`src/hw/rtl/clr_pkg.sv`:
```
// Shared constants for the clipped line rasterizer: sizes, line modes,
// result status codes and configuration register indexes. No dependencies.
`default_nettype none

package clr_pkg;

    localparam int DIM_BITS         = 11;
    localparam int COORD_BITS_DEF   = 12;
    localparam int COLOR_BITS       = 16;
    localparam int STATUS_BITS      = 2;
    localparam int CFG_ADDR_BITS    = 4;
    localparam int CFG_DATA_BITS    = 32;

    localparam logic [DIM_BITS-1:0] NATIVE_WIDTH_RST  = 11'd240;
    localparam logic [DIM_BITS-1:0] NATIVE_HEIGHT_RST = 11'd320;
    localparam logic [1:0]          ROTATION_RST      = 2'd0;

    localparam logic [1:0] MODE_IDLE  = 2'd0;
    localparam logic [1:0] MODE_HRUN  = 2'd1;
    localparam logic [1:0] MODE_VRUN  = 2'd2;
    localparam logic [1:0] MODE_SLOPE = 2'd3;

    localparam logic [STATUS_BITS-1:0] ST_PIXEL_OK   = 2'd0;
    localparam logic [STATUS_BITS-1:0] ST_INVALID    = 2'd1;
    localparam logic [STATUS_BITS-1:0] ST_NOTHING    = 2'd2;
    localparam logic [STATUS_BITS-1:0] ST_IDLE_STEP  = 2'd3;

    localparam logic OP_START = 1'b0;
    localparam logic OP_STEP  = 1'b1;

    localparam logic [1:0] REG_NATIVE_WIDTH  = 2'd0;
    localparam logic [1:0] REG_NATIVE_HEIGHT = 2'd1;
    localparam logic [1:0] REG_ROTATION      = 2'd2;

endpackage

`default_nettype wire

```
`src/hw/rtl/clipped_line_rasterizer_unit.sv`:
```
// Clipped line rasterizer top level: stream in, stream out, APB registers.
// Depends on clr_pkg.
//
// An item passes through the input register, then the output register; one item
// per cycle unless the output stalls. The line state updates as an item moves
// from the input register to the output register, one add-compare step per item.
// Reset (aresetn low, synchronous): both stages empty, line idle, registers
// back to 240 x 320, rotation 0.
`default_nettype none

module clipped_line_rasterizer_unit
    import clr_pkg::*;
#(
    parameter int COORD_BITS = COORD_BITS_DEF
) (
    input  wire logic                         aclk,
    input  wire logic                         aresetn,

    input  wire logic                         s_tvalid,
    output logic                              s_tready,
    // first_x, first_y, second_x, second_y, draw_color (lowest bits first)
    input  wire logic [((4 * COORD_BITS + COLOR_BITS + 7) / 8) * 8 - 1:0] s_tdata,
    // opcode
    input  wire logic [0:0]                   s_tuser,

    output logic                              m_tvalid,
    input  wire logic                         m_tready,
    // pixel_x, pixel_y, pixel_color (lowest bits first)
    output logic [((2 * COORD_BITS + COLOR_BITS + 7) / 8) * 8 - 1:0]      m_tdata,
    // pixel_valid, status (lowest bits first)
    output logic [STATUS_BITS:0]              m_tuser,
    output logic                              m_tlast,

    input  wire logic                         psel,
    input  wire logic                         penable,
    input  wire logic                         pwrite,
    input  wire logic [CFG_ADDR_BITS-1:0]     paddr,
    input  wire logic [CFG_DATA_BITS-1:0]     pwdata,
    output logic [CFG_DATA_BITS-1:0]          prdata,
    output logic                              pready
);

    localparam int C          = COORD_BITS;
    localparam int OUT_RAW_W  = 2 * C + COLOR_BITS;
    localparam int OUT_DATA_W = ((OUT_RAW_W + 7) / 8) * 8;
    localparam int XW         = ((C > DIM_BITS) ? C : DIM_BITS) + 2;
    localparam int EW         = C + 2;

    // configuration
    logic [DIM_BITS-1:0] nat_w_reg, nat_h_reg;
    logic [1:0]          rot_reg;
    logic                cfg_wr;

    assign pready = 1'b1;
    assign cfg_wr = psel && penable && pwrite && pready;

    always_ff @(posedge aclk) begin
        if (!aresetn) begin
            nat_w_reg <= NATIVE_WIDTH_RST;
            nat_h_reg <= NATIVE_HEIGHT_RST;
            rot_reg   <= ROTATION_RST;
        end else if (cfg_wr) begin
            case (paddr[3:2])
                REG_NATIVE_WIDTH:  nat_w_reg <= pwdata[DIM_BITS-1:0];
                REG_NATIVE_HEIGHT: nat_h_reg <= pwdata[DIM_BITS-1:0];
                REG_ROTATION:      rot_reg   <= pwdata[1:0];
                default: ;
            endcase
        end
    end

    always_comb begin
        case (paddr[3:2])
            REG_NATIVE_WIDTH:  prdata = CFG_DATA_BITS'(nat_w_reg);
            REG_NATIVE_HEIGHT: prdata = CFG_DATA_BITS'(nat_h_reg);
            REG_ROTATION:      prdata = CFG_DATA_BITS'(rot_reg);
            default:           prdata = '0;
        endcase
    end

    // input register
    logic                   in_vld_reg;
    logic                   in_op_reg;
    logic signed [C-1:0]    in_x0_reg, in_y0_reg, in_x1_reg, in_y1_reg;
    logic [COLOR_BITS-1:0]  in_color_reg;
    logic                   advance;
    logic                   out_vld_reg;

    assign advance  = in_vld_reg && (!out_vld_reg || m_tready);
    assign s_tready = !in_vld_reg || advance;

    always_ff @(posedge aclk) begin
        if (!aresetn) begin
            in_vld_reg <= 1'b0;
        end else if (s_tready) begin
            in_vld_reg <= s_tvalid;
        end
    end

    always_ff @(posedge aclk) begin
        if (s_tvalid && s_tready) begin
            in_op_reg    <= s_tuser[0];
            in_x0_reg    <= s_tdata[C-1:0];
            in_y0_reg    <= s_tdata[2*C-1:C];
            in_x1_reg    <= s_tdata[3*C-1:2*C];
            in_y1_reg    <= s_tdata[4*C-1:3*C];
            in_color_reg <= s_tdata[4*C+COLOR_BITS-1:4*C];
        end
    end

    // line state
    logic [1:0]             mode_reg;
    logic signed [C-1:0]    cur_x_reg, cur_y_reg, stop_x_reg, stop_y_reg;
    logic [C-1:0]           abs_dx_reg;
    logic signed [C:0]      neg_dy_reg;
    logic                   dir_x_neg_reg, dir_y_neg_reg;
    logic signed [EW-1:0]   err_reg;
    logic [COLOR_BITS-1:0]  color_reg;

    // screen size
    logic signed [XW-1:0]   scr_w, scr_h;
    assign scr_w = rot_reg[0] ? XW'({1'b0, nat_h_reg}) : XW'({1'b0, nat_w_reg});
    assign scr_h = rot_reg[0] ? XW'({1'b0, nat_w_reg}) : XW'({1'b0, nat_h_reg});

    // start decode
    logic signed [XW-1:0]   x0_e, y0_e, x1_e, y1_e;
    logic signed [XW-1:0]   lo_x, hi_x, lo_y, hi_y;
    logic                   y_eq, x_eq;
    logic                   h_reject, h_beyond, v_reject, v_beyond;
    logic signed [C-1:0]    h_stop_x, v_stop_y;
    logic signed [C:0]      dx_full, ndy_full;
    logic [C-1:0]           st_abs_dx;
    logic signed [EW-1:0]   st_err;

    assign x0_e = XW'(in_x0_reg);
    assign y0_e = XW'(in_y0_reg);
    assign x1_e = XW'(in_x1_reg);
    assign y1_e = XW'(in_y1_reg);
    assign y_eq = (in_y0_reg == in_y1_reg);
    assign x_eq = (in_x0_reg == in_x1_reg);
    assign lo_x = (x0_e < x1_e) ? x0_e : x1_e;
    assign hi_x = (x0_e < x1_e) ? x1_e : x0_e;
    assign lo_y = (y0_e < y1_e) ? y0_e : y1_e;
    assign hi_y = (y0_e < y1_e) ? y1_e : y0_e;

    assign h_reject = (lo_x < 0) || (y0_e < 0) || (y0_e >= scr_h);
    assign h_beyond = (lo_x >= scr_w);
    assign v_reject = (lo_y < 0) || (x0_e < 0) || (x0_e >= scr_w);
    assign v_beyond = (lo_y >= scr_h);
    assign h_stop_x = (hi_x < scr_w - XW'(1)) ? hi_x[C-1:0] : scr_w[C-1:0] - C'(1);
    assign v_stop_y = (hi_y < scr_h - XW'(1)) ? hi_y[C-1:0] : scr_h[C-1:0] - C'(1);

    assign dx_full   = (in_x1_reg > in_x0_reg) ? ((C+1)'(in_x1_reg) - (C+1)'(in_x0_reg))
                                               : ((C+1)'(in_x0_reg) - (C+1)'(in_x1_reg));
    assign ndy_full  = (in_y1_reg > in_y0_reg) ? ((C+1)'(in_y0_reg) - (C+1)'(in_y1_reg))
                                               : ((C+1)'(in_y1_reg) - (C+1)'(in_y0_reg));
    assign st_abs_dx = dx_full[C-1:0];
    assign st_err    = EW'({1'b0, st_abs_dx}) + EW'(ndy_full);

    // effective line and emit
    logic                   is_start, start_err;
    logic [STATUS_BITS-1:0] start_status;
    logic [1:0]             e_mode;
    logic signed [C-1:0]    e_cx, e_cy, e_stx, e_sty;
    logic [C-1:0]           e_adx;
    logic signed [C:0]      e_ndy;
    logic                   e_dxn, e_dyn;
    logic signed [EW-1:0]   e_err;
    logic [COLOR_BITS-1:0]  e_color;

    logic [1:0]             mode_next;
    logic signed [C-1:0]    cur_x_next, cur_y_next;
    logic signed [EW-1:0]   err_next, err_mid;
    logic signed [EW:0]     e2;
    logic                   done, move_x, move_y, off_scr;
    logic signed [XW-1:0]   cx_e, cy_e;

    logic signed [C-1:0]    o_x_next, o_y_next;
    logic [COLOR_BITS-1:0]  o_color_next;
    logic                   o_valid_next, o_last_next;
    logic [STATUS_BITS-1:0] o_status_next;

    assign is_start = (in_op_reg == OP_START);

    always_comb begin
        start_err    = 1'b0;
        start_status = ST_INVALID;
        e_mode  = mode_reg;
        e_cx    = cur_x_reg;
        e_cy    = cur_y_reg;
        e_stx   = stop_x_reg;
        e_sty   = stop_y_reg;
        e_adx   = abs_dx_reg;
        e_ndy   = neg_dy_reg;
        e_dxn   = dir_x_neg_reg;
        e_dyn   = dir_y_neg_reg;
        e_err   = err_reg;
        e_color = color_reg;
        if (is_start) begin
            e_color = in_color_reg;
            if (y_eq) begin
                start_err    = h_reject || h_beyond;
                start_status = h_reject ? ST_INVALID : ST_NOTHING;
                e_mode = start_err ? MODE_IDLE : MODE_HRUN;
                e_cx   = lo_x[C-1:0];
                e_cy   = in_y0_reg;
                e_stx  = h_stop_x;
                e_sty  = in_y0_reg;
            end else if (x_eq) begin
                start_err    = v_reject || v_beyond;
                start_status = v_reject ? ST_INVALID : ST_NOTHING;
                e_mode = start_err ? MODE_IDLE : MODE_VRUN;
                e_cx   = in_x0_reg;
                e_cy   = lo_y[C-1:0];
                e_stx  = in_x0_reg;
                e_sty  = v_stop_y;
            end else begin
                e_mode = MODE_SLOPE;
                e_cx   = in_x0_reg;
                e_cy   = in_y0_reg;
                e_stx  = in_x1_reg;
                e_sty  = in_y1_reg;
                e_adx  = st_abs_dx;
                e_ndy  = ndy_full;
                e_dxn  = !(in_x0_reg < in_x1_reg);
                e_dyn  = !(in_y0_reg < in_y1_reg);
                e_err  = st_err;
            end
        end
    end

    assign cx_e    = XW'(e_cx);
    assign cy_e    = XW'(e_cy);
    assign off_scr = (cx_e < 0) || (cx_e >= scr_w) || (cy_e < 0) || (cy_e >= scr_h);
    assign e2      = (EW+1)'(e_err) <<< 1;

    always_comb begin
        mode_next     = e_mode;
        cur_x_next    = e_cx;
        cur_y_next    = e_cy;
        err_next      = e_err;
        err_mid       = e_err;
        done          = 1'b0;
        move_x        = 1'b0;
        move_y        = 1'b0;
        o_x_next      = e_cx;
        o_y_next      = e_cy;
        o_color_next  = e_color;
        o_valid_next  = 1'b1;
        o_last_next   = 1'b0;
        o_status_next = ST_PIXEL_OK;
        if (is_start && start_err) begin
            mode_next     = MODE_IDLE;
            o_x_next      = '0;
            o_y_next      = '0;
            o_valid_next  = 1'b0;
            o_last_next   = 1'b1;
            o_status_next = start_status;
        end else begin
            unique case (e_mode)
                MODE_IDLE: begin
                    o_x_next      = '0;
                    o_y_next      = '0;
                    o_color_next  = '0;
                    o_valid_next  = 1'b0;
                    o_status_next = ST_IDLE_STEP;
                end
                MODE_HRUN: begin
                    done = (e_cx >= e_stx);
                    if (!done) begin
                        cur_x_next = e_cx + C'(1);
                    end
                end
                MODE_VRUN: begin
                    done = (e_cy >= e_sty);
                    if (!done) begin
                        cur_y_next = e_cy + C'(1);
                    end
                end
                MODE_SLOPE: begin
                    if (off_scr) begin
                        mode_next     = MODE_IDLE;
                        o_x_next      = '0;
                        o_y_next      = '0;
                        o_valid_next  = 1'b0;
                        o_last_next   = 1'b1;
                        o_status_next = ST_INVALID;
                    end else if ((e_cx == e_stx) && (e_cy == e_sty)) begin
                        done = 1'b1;
                    end else begin
                        if (e2 >= (EW+1)'(e_ndy)) begin
                            if (e_cx == e_stx) begin
                                done = 1'b1;
                            end else begin
                                move_x = 1'b1;
                            end
                        end
                        if (move_x) begin
                            err_mid    = e_err + EW'(e_ndy);
                            cur_x_next = e_dxn ? (e_cx - C'(1)) : (e_cx + C'(1));
                        end
                        if (!done && (e2 <= $signed((EW+1)'({1'b0, e_adx})))) begin
                            if (e_cy == e_sty) begin
                                done = 1'b1;
                            end else begin
                                move_y = 1'b1;
                            end
                        end
                        err_next = move_y ? (err_mid + EW'({1'b0, e_adx})) : err_mid;
                        if (move_y) begin
                            cur_y_next = e_dyn ? (e_cy - C'(1)) : (e_cy + C'(1));
                        end
                    end
                end
                default: ;
            endcase
            if (done) begin
                mode_next   = MODE_IDLE;
                o_last_next = 1'b1;
            end
        end
    end

    always_ff @(posedge aclk) begin
        if (!aresetn) begin
            mode_reg <= MODE_IDLE;
        end else if (advance) begin
            mode_reg <= mode_next;
        end
    end

    always_ff @(posedge aclk) begin
        if (advance) begin
            cur_x_reg     <= cur_x_next;
            cur_y_reg     <= cur_y_next;
            stop_x_reg    <= e_stx;
            stop_y_reg    <= e_sty;
            abs_dx_reg    <= e_adx;
            neg_dy_reg    <= e_ndy;
            dir_x_neg_reg <= e_dxn;
            dir_y_neg_reg <= e_dyn;
            err_reg       <= err_next;
            color_reg     <= e_color;
        end
    end

    // output register
    logic signed [C-1:0]    out_x_reg, out_y_reg;
    logic [COLOR_BITS-1:0]  out_color_reg;
    logic                   out_valid_reg, out_last_reg;
    logic [STATUS_BITS-1:0] out_status_reg;

    always_ff @(posedge aclk) begin
        if (!aresetn) begin
            out_vld_reg <= 1'b0;
        end else if (advance) begin
            out_vld_reg <= 1'b1;
        end else if (m_tready) begin
            out_vld_reg <= 1'b0;
        end
    end

    always_ff @(posedge aclk) begin
        if (advance) begin
            out_x_reg      <= o_x_next;
            out_y_reg      <= o_y_next;
            out_color_reg  <= o_color_next;
            out_valid_reg  <= o_valid_next;
            out_last_reg   <= o_last_next;
            out_status_reg <= o_status_next;
        end
    end

    assign m_tvalid = out_vld_reg;
    assign m_tdata  = OUT_DATA_W'({out_color_reg, out_y_reg, out_x_reg});
    assign m_tuser  = {out_status_reg, out_valid_reg};
    assign m_tlast  = out_last_reg;

endmodule

`default_nettype wire

```
`config.mk`:
```
export PLATFORM = sky130hd
export DESIGN_NAME = clipped_line_rasterizer_unit
export DESIGN_NICKNAME = d
export VERILOG_FILES = /design/src/hw/rtl/clr_pkg.sv /design/src/hw/rtl/clipped_line_rasterizer_unit.sv
export SDC_FILE = /design/constraint.sdc
export NUM_CORES = 1
export LEC_CHECK = 0
export BUFFER_PORTS_ARGS = -buffer_cell sky130_fd_sc_hd__buf_4
export CAP_MARGIN = 20
export CORE_ASPECT_RATIO = 0.5
export CORE_UTILIZATION = 56
export DETAILED_ROUTE_END_ITERATION = 7
export GPL_TIMING_DRIVEN = 0
export PLACE_DENSITY = 0.87
export SYNTH_ARGS = -nofsm -noshare
export SYNTH_HDL_FRONTEND = slang
export SYNTH_SLANG_ARGS = --single-unit
export TNS_END_PERCENT = 5
```
`constraint.sdc`:
```
create_clock -name aclk -period 9.2 [get_ports aclk]
set_input_delay 0.92 -clock aclk [delete_from_list [all_inputs] [get_ports aclk]]
set_output_delay 0.92 -clock aclk [all_outputs]
set_load 0.1 [all_outputs]
```
# Word level (Yosys, flattened, before mapping)
# Cells that the tools add are included.
[totals]
output_inout_bits = 79
input_bits = 108
word_cells = 225
ff_bits = 242
[classes]
mux = 118
n_addsub = 15
reduce_logical = 30
magnitude_cmp = 24
n_eq_ne = 9
n_bitwise = 1
[ops]
columns = ["op", "n"]
rows = [
  ["$mux 12", 31],
  ["$mux 14", 17],
  ["$pmux 12 s2", 4],
  ["$ge 12x12->1", 6],
  ["$mux 13", 4],
  ["$eq 12x12->1", 4],
  ["$lt 12x1->1 const B", 4],
  ["$lt 12x12->1", 4],
  ["$mux 16", 3],
  ["$sub 11x1->12 const B", 4],
  ["$mux 1", 39],
  ["$pmux 11 s3", 1],
  ["$ge 14x12->1", 2],
  ["$lt 14x1->1 const B", 2],
  ["$lt 14x12->1", 2],
  ["$mux 2", 14],
  ["$sub 12x12->13", 2],
  ["$add 12x2->12 const B", 2],
  ["$gt 12x12->1", 2],
  ["$sub 12x12->12", 2],
  ["$sub 12x2->12 const B", 2],
  ["$mux 11", 2],
  ["$ge 15x13->1", 1],
  ["$le 15x13->1", 1],
  ["other kinds (16)", 42],
]

# Depth between registers and ports, before layout
[logic_depth]
ltp_word = 25
mapped_depth = 49
depth_no_buf = 45

# Least setup slack after synthesis
# No wires, ideal clock.
[synth_path]
path_type = "register to register"
startpoint = "register in_x0_reg[11]"
endpoint = "register err_reg[12], data pin"
required_time_ns = 8.938
setup_time_ns = 0.262
period_less_slack_ns = 8.759
stages_incl_launch_ff = 44
slack_ns = 0.441
arrival_time_ns = 8.497
path_buffers = 3
path_cell_list = "edfxtp_1 inv_1 ha_1 clkbuf_1 inv_1 nor3_1 o21ai_0 a211oi_2 mux2_2 a221oi_1 or3_1 nand3b_1 xor2_1 ha_1 a21oi_1 nand2_1 o211ai_1 nand2b_1 (+8 left out) a31oi_1 o21ai_0 a2bb2oi_1 or2_2 clkbuf_1 clkbuf_1 mux2_2 fa_1 a21o_1 a21oi_1 o21bai_1 a31o_2 nand4_1 nand3_1 o211ai_1 a211oi_1 mux2i_1 nand3_1"
[synth_via]
elab_chain_cells = 25
word_cells_on_any_way = 95
classes_between = "add/sub: 5; order compare: 13; eq/ne: 4; mux: 60; reduce/logical: 13"
[synth_lines]
columns = ["item", "line_no", "source"]
rows = [
  ["from (decl)", "clipped_line_rasterizer_unit.sv:84", "logic signed [C-1:0] in_x0_reg, in_y0_reg, in_x1_reg, in_y1_reg;"],
  ["from (signal assigned)", "clipped_line_rasterizer_unit.sv:103", "in_x0_reg <= s_tdata[C-1:0];"],
  ["parallel branches: the longest is 24 deep, another holds $ge 15x13->1", "--", ""],
  ["$mux 14 (*)", "clipped_line_rasterizer_unit.sv:252", "if (is_start && start_err) begin"],
  ["via err_next[12]", "clipped_line_rasterizer_unit.sv:173", "logic signed [EW-1:0] err_next, err_mid;"],
  ["to (signal assigned)", "clipped_line_rasterizer_unit.sv:342", "err_reg <= err_next;"],
  ["to (decl)", "clipped_line_rasterizer_unit.sv:117", "logic signed [EW-1:0] err_reg;"],
]
# Mark *: on every way through the listed nets, which the timed path passes. The select of a mux whose other input is x is not followed.
# A chain may end at the register's enable or synchronous reset.

# Worst setup path in the final report
[layout_path]
startpoint = "register in_x0_reg[2]"
endpoint = "register err_reg[12], data pin"
# Same word-level chain as after synthesis.

==> Implementation_results.wiki <==
{| class="wikitable"
! Metric !! Value
|-
| Run status || complete, but fails checks
|-
| Failing checks || DRC, setup timing
|-
| Worst reg2reg setup slack || -100 ps
|-
| Startpoint Class || flip-flop
|-
| Max Cap Viol || 0
|-
| Area delta synth->final || 17.0%
|-
| Smallest hold slack || roughly 500 ps
|-
| Maximum number of pins on one net before global-route repair || between 90 and 100
|-
| Signal arrival time at the worst endpoint || around 9800 ps
|-
| Count of cell instances traversed by the critical path || 43
|-
| Critical setup path kind || reg2reg
|-
| Slowest Stage Delay on Critical Path || 460 ps
|-
| Final worst-path setup slack || -103 ps
|-
| DRC violation count after routing || 1
|-
| Number of antenna violations at the first check in global routing || 1
|-
| Pre-CTS setup slack || -2270 ps
|-
| Count of final hold-check violations || 0
|-
| Netlist Area Pre-Place || around 22000 um^2
|-
| Net switching component of the power || around 2.3 mW
|-
| Top post-synthesis cells by area || edfxtp_1 (30%), ha_1 (14%), mux2i_1 (5.9%), nand2_1 (4.1%), a21oi_1 (3.7%)
|-
| Critical Path End || err_reg[12]
|-
| Largest delay share family, worst path || compound AO/OA/AOI/OAI gates
|-
| Share of total power in combinational logic || 55.1%
|-
| Final routed wire length divided by cell count || ~23 um
|-
| Maximum level of the CTS H-tree || 1
|-
| Classification of the worst-slack hold path || in2reg
|-
| Total global-route track usage || a little over a third
|-
| Worst slew margin || roughly 17%
|-
| Number of hold buffers added after CTS || 0
|-
| Setup skew after layout || between 30 and 40 ps
|-
| Port bufs || 140
|-
| Vias in the first global route || between 15k and 20k
|-
| Mean area per synthesized cell || roughly 9 um^2
|-
| HPWL reported at the end of detailed placement || 53600 um
|-
| Cell area reported after detailed placement || 23400 um^2
|-
| Transition at the pin with the smallest max-transition slack || between 1000 and 1500 ps
|-
| LEAKAGE || roughly 11 nW
|-
| Number of warnings printed during yosys synthesis || 0
|-
| Final period util || 101%
|-
| First-pass GRT wire length || 108000 um
|-
| CTS tree || yes
|-
| Cell count after placement || roughly 3.1k
|-
| Insertion delay of the later-clocked pin in the worst-skew pair || about 600 ps
|-
| Capture instance of the worst register-to-register path || err_reg[12]
|-
| Launching instance or port of the critical path || in_x0_reg[2]
|-
| Synth area leader || edfxtp_1
|-
| Worst voltage drop across the vdd grid || 173 uV
|-
| Cell with the most instances after synthesis || nand2_1
|-
| Critical Path End Type || flip-flop
|-
| Fraction of layout instances using a drive strength above 1 || roughly 17%
|-
| Switching share of power || 43.4%
|-
| Final setup violation count || 4
|-
| Layout Cells excl Fill || approximately 3.2k
|-
| Number of cells on the worst reg-to-reg path || 43
|-
| Number of slew-limit violations in the final report || 0
|-
| Fill cell count || 2984
|-
| Crit path buffers/inverters || 3
|-
| Post-synthesis register bit count || around 240
|-
| Final worst path period need || between 9000 and 10000 ps
|-
| Number of enable flip-flop cells after synthesis || around 210
|-
| End-of-flow core utilization || about 67%
|-
| Number of sinks on the clock net || 242
|-
| Total clock buffers created by CTS || 25
|-
| Required time of the worst setup path || roughly 9700 ps
|-
| Total gr overflow || 0
|-
| Area share of the leading cell type in the synthesized netlist || about 30%
|-
| Placeable core region || 37700 um^2
|-
| Post-synth top flop || edfxtp_1
|-
| Antenna diodes || 0
|-
| Total iterations of the first detailed-routing run || 8
|-
| CP max FO || 10
|-
| Antenna Violating Nets Remaining || 0
|-
| Routability-driven placement congestion ratio || between 1 and 1.5
|-
| Clock slew seen by the registers of the worst setup and hold paths || around 80 ps
|-
| Maximum buffer depth of the clock tree || 3
|-
| Gate count of the mapped netlist || ~2.4k
|-
| # rows || 50
|-
| Initial standard-cell utilization of the core || between 50 and 60%
|-
| Count of boundary I/O pins || 187
|-
| Clock share of power || ~20%
|-
| Iter 0 DRT Violations || about 3.2k
|-
| Total Nets Final || around 3.0k
|-
| Total power after layout || about 5.3 mW
|-
| Async set-or-reset flop fraction in the synthesized netlist || 0%
|-
| Fraction of the yosys area taken by sequential cells || between 30% and 40%
|-
| Number of distinct standard cells referenced by the synthesized netlist || about 100
|-
| Count of vias placed by the detailed router || 21.2k
|-
| Final-layout setup total negative slack || -197 ps
|-
| Reg-to-reg critical path startpoint || in_x0_reg[2]
|-
| Highest clock frequency the design can meet || between 100 and 150 MHz
|-
| Overall die width || approximately 280 um
|-
| Final design instance area without fill || ~25000 um^2
|-
| Slowest-stage cell, CP || ha_2
|-
| Area enclosed by the die boundary || around 39000 um^2
|-
| Die boundary height || ~140 um
|-
| Sequential share of power || about a quarter
|-
| Post-detailed-route via-to-cell ratio || between 6 and 7
|-
| Power density cells || around 210 nW/um^2
|-
| CTS Root Buffer Type || clkbuf_16
|-
| Detailed-route wire length || 73800 um
|-
| Synth top cells by count || nand2_1 (238), ha_1 (233), edfxtp_1 (214), nor2_1 (187), a21oi_1 (159)
|-
| Power Internal || ~3 mW
|}
power groups by stage:
stage	registers [mW]	logic (mW)	clock network (mW)
after CTS	1.34	2.66	1.05
after floorplan	1.43	1.91	0
final	1.34	2.93	1.06
after detailed placement	1.36	2.59	0
after global placement	1.37	2.50	0
after global routing	1.34	3.14	1.09
layout by cell type (no fill, tap or decap), drive strengths merged, types with 15 or more instances in the layout:
cell type	n
a211o	15
a211oi	20
a21boi	27
a21o	50
a21oi	159
a22oi	19
a31oi	16
and2	16
and3	23
buf	272
clkbuf	103
conb	22
dfxtp	28
edfxtp	214
ha	233
inv	161
mux2	45
mux2i	127
nand2	238
nand2b	23
nand3	66
nand4	46
nor2	189
nor2b	39
nor3	49
nor4	22
o211ai	19
o21a	32
o21ai	143
xnor2	39
xor2	28
worst reg2reg max path, delay by kind of cell, from the launching register on:
family / cells / cell delay (ps)
xor gates and xnor gates: 1 / 230
DFF: 1 / 450
and+or+nand+nor: 15 / 1990
AOI/OAI and AO/OA: 18 / 3820
muxes: 2 / 710
adders and majority gates: 4 / 1440
buffers and inverters: 3 / 540
per-layer routing:
layer  global-route usage, %  up-vias  part of all wire (%)
met5                       0        -                     0
met3                    9.73      284                    15
li1                        -     9416                     -
met1                    48.5     9932                    39
met4                    10.4        0                   3.9
met2                    54.0     1583                    43
worst min-delay path by stage:
stage / start / cells past startpoint / end
global placement: nat_w_reg[9] / 2 / nat_w_reg[9]
floorplan: mode_reg[0] / 1 / mode_reg[0]
CTS: s_tdata[26] / 1 / in_x1_reg[2]
finish: s_tdata[7] / 1 / in_x0_reg[7]
global route: s_tdata[9] / 1 / in_x0_reg[9]
detailed placement: nat_w_reg[0] / 2 / nat_w_reg[0]
cells by family (layout without fill, tap and decap cells):
group / Yosys count / after routing / share of synthesized area, %
AO/OA/AOI/OAI: 632 / 632 / 19.7
XOR/XNOR: 67 / 67 / 2.72
adder cells (fa/ha/maj): 240 / 240 / 14.2
buffers and inverters: 296 / 557 / 5.73
flip-flops: 242 / 242 / 32.4
multiplexers: 172 / 172 / 8.25
other: 2 / 22 / 0.0348
AND/OR/NAND/NOR: 758 / 758 / 17.0
area by class of cell:
| cell class | count | area (um^2) | share of cell area (%) |
|---|---|---|---|
| Clock inverter | 18 | 165 | 0.655 |
| Multi-Input combinational cell | 1891 | 13800 | 54.8 |
| Inverter | 164 | 626 | 2.48 |
| Buffer | 128 | 646 | 2.56 |
| Clock buffer | 28 | 637 | 2.53 |
| Sequential cell | 242 | 6990 | 27.7 |
| Timing Repair Buffer | 219 | 1680 | 6.66 |
| Tap cell | 520 | 651 | 2.58 |
repair_timing:
item | in CTS | in global routing
setup endpoints to repair | 41 | 11
buffers inserted | 21 | 52
pin swaps | 9 | 17
resized for setup | 48 | 72
endpoints found under the hold margin | 0 | 0
No activity file was read; power rests on OpenSTA's default activity.
